==> config.mk <==
export PLATFORM = sky130hd
export DESIGN_NAME = ulist_cell
export DESIGN_NICKNAME = d
export VERILOG_FILES = /design/src/hdl/ulist_pkg.sv /design/src/hdl/ulist_cell.sv
export SDC_FILE = /design/constraint.sdc
export NUM_CORES = 1
export LEC_CHECK = 0
export ABC_AREA = 0
export BUFFER_PORTS_ARGS = -buffer_cell sky130_fd_sc_hd__buf_2
export CORE_MARGIN = 1
export CORE_UTILIZATION = 35
export CTS_BUF_LIST = sky130_fd_sc_hd__clkbuf_2 sky130_fd_sc_hd__clkbuf_4 sky130_fd_sc_hd__clkbuf_8
export DETAILED_ROUTE_END_ITERATION = 7
export GPL_ROUTABILITY_DRIVEN = 0
export PLACE_DENSITY_LB_ADDON = 0.2
export SETUP_SLACK_MARGIN = 0.5
export SLEW_MARGIN = 10
export SYNTH_ARGS = -nofsm -noshare
export SYNTH_HDL_FRONTEND = slang
export SYNTH_SLANG_ARGS = --single-unit
export TNS_END_PERCENT = 20
==> constraint.sdc <==
create_clock -name clk -period 1.55 [get_ports clk]
set_input_delay 0.155 -clock clk [delete_from_list [all_inputs] [get_ports clk]]
set_output_delay 0.155 -clock clk [all_outputs]
set_load 0.01 [all_outputs]
==> src/hdl/ulist_pkg.sv <==
// ----------------------------------------------------------------------------
// ulist_pkg
// Types, codes and sizes shared by the unique value list and its cells.
// ----------------------------------------------------------------------------
package ulist_pkg;

  localparam int DEPTH   = 64;
  localparam int COUNT_W = 7;

  typedef logic signed [31:0] value_t;
  typedef logic [COUNT_W-1:0] count_t;

  typedef enum logic [1:0] {
    OP_INSERT = 2'd0,
    OP_REMOVE = 2'd1,
    OP_LIST   = 2'd2
  } op_t;

  typedef enum logic [2:0] {
    ST_INSERTED  = 3'd0,
    ST_DUPLICATE = 3'd1,
    ST_FULL      = 3'd2,
    ST_REMOVED   = 3'd3,
    ST_NOT_FOUND = 3'd4,
    ST_EMPTY     = 3'd5,
    ST_LISTED    = 3'd6
  } status_t;

  typedef struct packed {
    op_t    operation;
    value_t value;
  } req_t;

  typedef struct packed {
    status_t status;
    value_t  element;
    count_t  count;
    logic    last;
  } rsp_t;

  // What one cell hands to its neighbors.
  typedef struct packed {
    logic   valid;
    value_t entry;
  } link_t;

  typedef enum logic [2:0] {
    CELL_HOLD,
    CELL_MATCH,
    CELL_PUSH,
    CELL_PULL,
    CELL_ROTATE
  } cell_cmd_t;

  typedef enum logic [1:0] {
    FSM_IDLE,
    FSM_APPLY,
    FSM_LIST
  } fsm_t;

endpackage

==> src/hdl/ulist_cell.sv <==
// ----------------------------------------------------------------------------
// ulist_cell
// One slot of the list: an entry, its valid flag and a registered match flag.
// ----------------------------------------------------------------------------
module ulist_cell (
  input  logic                clk,
  input  logic                rst,
  input  ulist_pkg::cell_cmd_t cmd,
  input  ulist_pkg::value_t   key,
  input  ulist_pkg::link_t    prev,
  input  ulist_pkg::link_t    next,
  input  ulist_pkg::value_t   head,
  input  logic                seen_in,
  output ulist_pkg::link_t    here,
  output logic                seen_out
);

  logic              valid;
  ulist_pkg::value_t entry;
  logic              hit;

  assign here     = '{valid: valid, entry: entry};
  // A match at or ahead of this cell means this cell closes the gap.
  assign seen_out = seen_in | hit;

  always_ff @(posedge clk) begin
    if (rst) begin
      valid <= 1'b0;
    end else begin
      case (cmd)
        ulist_pkg::CELL_PUSH: valid <= prev.valid;
        ulist_pkg::CELL_PULL: begin
          if (seen_out) begin
            valid <= next.valid;
          end
        end
        default: valid <= valid;
      endcase
    end
  end

  always_ff @(posedge clk) begin
    case (cmd)
      ulist_pkg::CELL_MATCH: hit <= valid && (entry == key);
      ulist_pkg::CELL_PUSH:  entry <= prev.entry;
      ulist_pkg::CELL_PULL: begin
        if (seen_out) begin
          entry <= next.entry;
        end
      end
      // Rotate within the occupied cells: the tail wraps to the head value.
      ulist_pkg::CELL_ROTATE: entry <= next.valid ? next.entry : head;
      default: entry <= entry;
    endcase
  end

endmodule

# == Word-level counts from Yosys, hierarchy flattened ==
# Index checks and enable logic that the tools add are counted.
# op_classes
n_bitwise,1
n_eq_ne,6
reduce_logical,5
muxes,5
# op_table
cell,count
32-bit case mux with 3 select lines,1
32-bit two-way mux,2
32-bit equality test,1
3-bit by 2-bit equality test with 1-bit output (second input constant),2
2-bit AND reduction,2
3-bit by 1-bit equality test with 1-bit output (second input constant),1
3-bit equality test (second input constant),1
3-bit nonzero test,1
2-bit != test (second input constant),1
1-bit case mux with 2 select lines,1
2-bit nonzero test,1
1-bit logical AND,1
1-bit two-way mux,1
1-bit OR,1
# word_totals
reg_bits,34
out_inout_bits,34
wordCells,20

# == Depth between registers and ports, before layout ==
# Gate-level depths: netlist of the first run.
# logic_depth
depth_word,3
depth_mapped,5

# == Least setup slack after synthesis of the first run ==
# No wires, ideal clock.
# synth_path
kind,input to register
start,input cmd[1]
end,register entry[0] (enable)
slack_ns,0.006
arrival_time_ns,1.156
stages,2
path_buffers,0
path_cell_list,nor2b_1 > a21o_1
# synth_via
elab_chain_cells,3
elab_cells_between_ends,6
# synth_rtl
item,line,text
start: declaration,ulist_cell.sv:8,"input ulist_pkg::cell_cmd_t cmd,"
3-bit by 2-bit equality test with 1-bit output or 3-bit equality test (tied branches),ulist_cell.sv:43,case (cmd)
2-bit != test (no source line) or 3-bit nonzero test (tied branches),-,
2-bit AND reduction (no source line) *,-,
end signal: assignment,ulist_cell.sv:45,ulist_pkg::CELL_PUSH: entry <= prev.entry;
end signal: assignment,ulist_cell.sv:48,entry <= next.entry;
end signal: assignment,ulist_cell.sv:52,ulist_pkg::CELL_ROTATE: entry <= next.valid ? next.entry : head;
end: declaration,ulist_cell.sv:19,ulist_pkg::value_t entry;
# Mark *: on every way between the ends. The rest lies on a longest branch, timed or not.
# A chain may end at the register's enable or synchronous reset.

# == Worst setup path after layout of the first run ==
# layout_path
start,register hit
end,register entry[18] (enable)
# layout_via
elab_chain_cells,3
# layout_rtl
item,line,text
start: declaration,ulist_cell.sv:20,logic hit;
start signal: assignment,ulist_cell.sv:44,ulist_pkg::CELL_MATCH: hit <= valid && (entry == key);
1-bit OR,ulist_cell.sv:24,assign seen_out = seen_in | hit;
2-bit != test (no source line),-,
2-bit AND reduction (no source line),-,
# No other way between the ends.

==> parameters.txt, run 1 <==
Parameter                              Value

Drt
  Via/cell ratio ... 5.13
  First-iteration detailed-routing DRC count ... 210
  DRC errors left ... 19
  Count of antenna-violating nets left after detailed routing ... 0
  Final WL ... 6200 µm
  Length of the first detailed-routing pass in iterations ... 8
  Number of vias after detailed routing ... 2143
  Wire length per cell ... 14.8 µm

Place
  Worst setup slack after placement ... -0.0469 ns
  Placed wire-length estimate ... 4560 µm
  Post-Place Cell Area ... 2950 µm²
  PortBufs ... 169

Timing
  Worst slack on hold paths ... 0.0408 ns
  Unrepaired setup endpoints after global routing ... yes
  Relative slew margins ... 76.2%
  Fraction of the cycle the final worst path needs ... 90.9%
  Time the final worst path needs with I/O delays and setup ... 1.41 ns
  Final Slew Violations ... 0
  Actual transition at the worst max-transition pin ... 0.354 ns
  Final worst slack ... 0.141 ns
  Final hold violation count ... 0
  Fmax ... 0.710 GHz
  Final clock skew ... 0.00505 ns
  Final count of negative-setup-slack endpoints ... 0

Status
  Violations in the final reports ... design-rule violations
  Run status ... finished, violations left

GRT
  GRT Total Usage ... 20.5%
  Antenna violations before repair ... 0
  First-pass GRT wire length ... 9540 µm
  Vias in the first global route ... 2091
  Grt ovf ... 0
  Pin count of the biggest net entering global routing ... 33

Logic synthesis
  Mapped Nets ... 302
  Top cell type's share of synthesized area ... 50.5%
  Most area-consuming cells after synthesis ... edfxtp_1, a222oi_1, xor2_1, inv_1, nor4_1
  Netlist area before placement ... 1960 µm²
  Area leader, netlist ... edfxtp_1
  Register bit count reported by yosys ... 34
  Synthesized instance count ... 166
  Count of yosys warnings during synthesis ... 0
  Count of cell types in the netlist ... 24
  Share of synthesized area occupied by flip-flops and latches ... 51.5%
  Synth Area per Inst ... 11.8 µm²

Power
  Tot Pwr ... 2.49 mW
  Pwr Density ... 772 nW/µm²
  Peak supply drop ... 443 µV
  P_leak ... 1.59 nW

Clock tree
  H-tree levels ... 2
  Clock transition at the registers of the reported paths ... 0.07 ns
  Clock buffer count from CTS ... 5
  Clock tree from TritonCTS ... built
  Insertion delay of the later-clocked pin in the worst-skew pair ... 0.28 ns
  Clock buffer depth ... 2
  CTS root buffer ... clkbuf_8
  Count of clock tree sinks ... 34

Min path
  Number of stages on the worst hold path ... 2
  Hold crit path type ... input port to flip-flop

Floorplanning
  Top-level port count ... 170
  Area of the die ... 5910 µm²
  Core Rows ... 26
  Initial Utilization ... 37.5%
  Overall die width ... 76.9 µm
  Die Ht ... 76.9 µm
  Core Footprint ... 5240 µm²

Flow run
  Max-cap violation count ... 0

Setup path
  Cell chain of the critical path ... nor2_2 -> nand2_2 -> a21o_4 -> buf_4 -> buf_16
  Data required time at the worst endpoint ... 1.60 ns
  Arrival time worst endpoint ... 1.46 ns
  Worst path slowest cell ... edfxtp_1
  Register-to-Register Path Depth ... 5
  Slowest stage delay, CP ... 0.40 ns
  Kind of cell with the highest combined delay on the critical path ... flip-flops
  Kind of critical path ... flip-flop to flip-flop
  Number of cells on the critical path ... 5
  Critical path startpoint category ... flip-flop
  Max Fanout on Critical Path ... 8
  CP Capture Type ... flip-flop
  Bufs and invs on worst path ... 2

Final layout
  Share of cells above drive strength 1 ... 59.2%
  Final layout net count ... 483
  Synth-to-layout area growth ... 64.0%
  Final Cell Area ... 3220 µm²
  Diode insertion count for antenna repair ... 0
## logic make-up (layout without fill, tap and decap cells)
group                  Yosys count  after routing  share of synthesized area [%]
AND/OR/NAND/NOR                 19             19                           5.93
buffers and inverters           43            225                           9.94
flip-flops                      34             34                           51.5
XOR/XNOR                        32             32                           14.3
AO/OA/AOI/OAI                   38             38                           18.4
## placed cells by master (no fill, tap or decap), types with 2 or more instances in the layout
cell      Yosys  final
buf_16        0      2
inv_1        33     33
clkbuf_4      0      2
a222oi_1     32     32
nor4_1        7      3
nor4_2        0      4
buf_2         6    169
buf_4         1      8
clkbuf_8      0      6
edfxtp_1     33     33
buf_12        0      4
xor2_1       31     31
## per-layer routing
metal	track usage [%]	share of wire [%]	routed length (µm)
met1	21.7	38	2340
met2	39.1	53	3290
met3	6.55	8.7	537
met4	4.42	0.44	27
met5	0	0	0
## synth_stat cells, drive strengths merged
cell	instances
a222oi	32
nand2	1
nor4	7
buf	10
nor3b	2
a211oi	1
dfxtp	1
nor3	2
a22o	1
edfxtp	33
nand2b	1
a21o	1
xor2	31
o22ai	1
nor2	1
nand3	2
a21oi	2
xnor2	1
nor2b	2
nand4	1
inv	33
## sequential cells by signal (all words and copies together) (netlist names)
register,count
valid,1
hit,1
entry,32
## repair_timing
item	CTS	global route
cloned	2	1
setup endpoints to repair	67	72
hold buffers	0	0
resized for setup	6	3
buffers inserted	3	3
pin swaps	7	4
## layout make-up
class	count	area (µm²)
fill	474	2020
multi-input combinational	89	833
inverter	33	124
sequential	34	1010
tap	70	87.6
clock buffer	8	97.6
timing repair buffer	184	1070
## power by group
part           switching (mW)  leakage [nW]  internal (mW)
Combinational           0.295          1.22          0.350
Clock                   0.306        0.0523          0.397
Sequential             0.0396         0.324           1.10
Total                   0.641          1.59           1.85
## path summary, 6_finish.rpt
path                           start                  end  slack (ns)
setup / recovery       hit$_DFFE_PN_  entry[18]$_DFFE_PP_        0.14
setup reg to reg       hit$_DFFE_PN_  entry[18]$_DFFE_PP_        0.14
hold / removal                   rst   valid$_SDFFE_PP0P_        0.04
hold reg to reg   valid$_SDFFE_PP0P_   valid$_SDFFE_PP0P_        0.56
## stage by stage
stage	util, %	setup TNS [ns]	cells
final	61.5	0	418
after CTS	60.2	0	414
after global placement	56.3	-0.0972	401
after global routing	61.5	0	418
after detailed placement	56.3	-0.0608	401
after floorplan	-	0	166
## worst register-to-register path, cell delays in order, from the launching register on
cell and delay (ns):
edfxtp_1 0.40, nor2_2 0.16, nand2_2 0.09, a21o_4 0.25
buf_4 0.15, buf_16 0.13
Power figures use the tool's default switching activity.
==> run 2: changes to the inputs <==
--- a/config.mk
+++ b/config.mk
@@ -12,7 +12,7 @@
 export CTS_BUF_LIST = sky130_fd_sc_hd__clkbuf_2 sky130_fd_sc_hd__clkbuf_4 sky130_fd_sc_hd__clkbuf_8
 export DETAILED_ROUTE_END_ITERATION = 7
 export GPL_ROUTABILITY_DRIVEN = 0
-export PLACE_DENSITY_LB_ADDON = 0.2
+export PLACE_DENSITY = 0.78
 export SETUP_SLACK_MARGIN = 0.5
 export SLEW_MARGIN = 10
 export SYNTH_ARGS = -nofsm -noshare
==> parameters.txt, run 2 (synthesis gave the netlist of run 1 again) <==
Parameter                              Value

Status
  Run status ... finished, violations left
  Violations in the final reports ... design-rule violations

Final layout
  Share of cells above drive strength 1 ... 57.0%
  Most frequent standard cell in the layout excluding fill and tap cells ... buf_2
  Synth-to-layout area growth ... 54.7%
  Area used by sequential logic in the layout ... 1010 µm²
  Diode insertion count for antenna repair ... 0
  Max reg flops ... 32
  Commonest non-fill, non-tap cells in the layout ... buf_2, inv_1, edfxtp_1, a222oi_1, xor2_1
  Leading registers by flop count ... entry (32), hit (1), valid (1)
  Area of the multi-input gates ... 830 µm²
  Final layout net count ... 473
  Fill cell count ... 457
  Register with the most flip-flops ... entry

Timing
  Final Slew Violations ... 0
  Unrepaired setup endpoints after global routing ... yes
  Final clock skew ... 0.00188 ns
  Relative slew margins ... 73.6%
  Worst slack on hold paths ... 0.0415 ns
  Final worst slack ... 0.183 ns
  Fmax ... 0.731 GHz
  Final hold violation count ... 0
  Final count of negative-setup-slack endpoints ... 0
  Fraction of the cycle the final worst path needs ... 88.2%
  Actual transition at the worst max-transition pin ... 0.395 ns
  Time the final worst path needs with I/O delays and setup ... 1.37 ns

Floorplanning
  Area of the die ... 5910 µm²
  Die Ht ... 76.9 µm
  Top-level port count ... 170
  Initial Utilization ... 37.5%
  Overall die width ... 76.9 µm
  Core Footprint ... 5240 µm²
  Core Rows ... 26

Setup path
  Bufs and invs on worst path ... 1
  Slowest stage delay, CP ... 0.41 ns
  Data required time at the worst endpoint ... 1.67 ns
  Arrival time worst endpoint ... 1.49 ns
  Kind of cell with the highest combined delay on the critical path ... simple AND/OR/NAND/NOR gates
  Kind of critical path ... flip-flop to flip-flop
  Max Fanout on Critical Path ... 2
  Cell chain of the critical path ... xor2_1 -> nor4_1 -> buf_4 -> nand3_1 -> nor3_1
  CP Capture Type ... flip-flop
  Worst path slowest cell ... edfxtp_1
  Critical path startpoint category ... flip-flop

Drt
  Count of antenna-violating nets left after detailed routing ... 0
  First-iteration detailed-routing DRC count ... 165
  Via/cell ratio ... 5.10
  DRC errors left ... 14
  Number of vias after detailed routing ... 2076
  Length of the first detailed-routing pass in iterations ... 8
  Final WL ... 6340 µm
  Wire length per cell ... 15.6 µm

Clock tree
  Count of clock tree sinks ... 34
  Insertion delay of the later-clocked pin in the worst-skew pair ... 0.27 ns
  H-tree levels ... 2
  Clock transition at the registers of the reported paths ... 0.06 ns
  Hold bufs inserted after CTS ... 0
  CTS root buffer ... clkbuf_8
  Post-CTS setup buffers ... 0
  Clock tree from TritonCTS ... built
  Clock buffer depth ... 2
  Clock buffer count from CTS ... 5

Flow run
  Max-cap violation count ... 0

Place
  PortBufs ... 169
  Placed wire-length estimate ... 4600 µm
  Worst setup slack after placement ... -0.0300 ns

GRT
  Antenna violations before repair ... 0
  GRT Total Usage ... 21.0%
  Pin count of the biggest net entering global routing ... 33
  Vias in the first global route ... 2082
  Grt ovf ... 0
  First-pass GRT wire length ... 9620 µm

Power
  Peak supply drop ... 401 µV
  Pwr Density ... 776 nW/µm²
  P_leak ... 1.51 nW

Min path
  Hold crit path type ... input port to flip-flop
==> run 2: through the flow <==
stage	TNS [ns]	utilization, %	power (mW)	instance area [µm²]	cells
after floorplan	0	-	1.42	2000	166
after global placement	-0.0112	55.7	1.70	2920	399
after detailed placement	-0.0488	55.7	1.72	2920	399
after CTS	0	57.7	2.38	3020	406
after global routing	0	58.0	2.47	3040	407
final	0	58.0	2.36	3040	407
==> run 2: layout make-up <==
type                            instances  share of cell area, %
Clock buffer                            7                   2.76
Inverter                               33                   4.08
Multi-Input combinational cell         90                   27.3
Sequential cell                        34                   33.3
Tap cell                               70                   2.88
Timing Repair Buffer                  173                   29.7
==> run 2: final timing paths <==
check	cells past startpoint	end	slack, ns	from
max	5	hit$_DFFE_PN_	0.18	entry[8]$_DFFE_PP_
min	2	valid$_SDFFE_PP0P_	0.04	rst
max reg2reg	5	hit$_DFFE_PN_	0.18	entry[8]$_DFFE_PP_
min reg2reg	2	valid$_SDFFE_PP0P_	0.55	valid$_SDFFE_PP0P_
==> run 2: worst reg2reg max path: stages, from the launching register on <==
cell and delay, ns:
edfxtp_1 0.41, xor2_1 0.16, nor4_1 0.25, buf_4 0.15, nand3_1 0.07, nor3_1 0.18
==> run 2: routing by layer <==
metal	vias to the layer above	track usage [%]	wire length [µm]
met5	-	0	0
met4	0	7.50	77
met3	9	4.40	446
met2	121	39.6	3430
met1	956	23.0	2380
li1	990	-	-
==> run 2: power breakdown <==
part           switching (mW)  internal (mW)  total [mW]
clock network           0.295          0.344       0.639
registers              0.0412           1.10        1.14
logic                   0.281          0.297       0.578
==> run 2: what timing repair did <==
action	CTS	global route
gates resized for setup	3	1
setup endpoints to repair	67	70
pin swaps	3	1
gates cloned	0	1
hold endpoints to repair	0	0
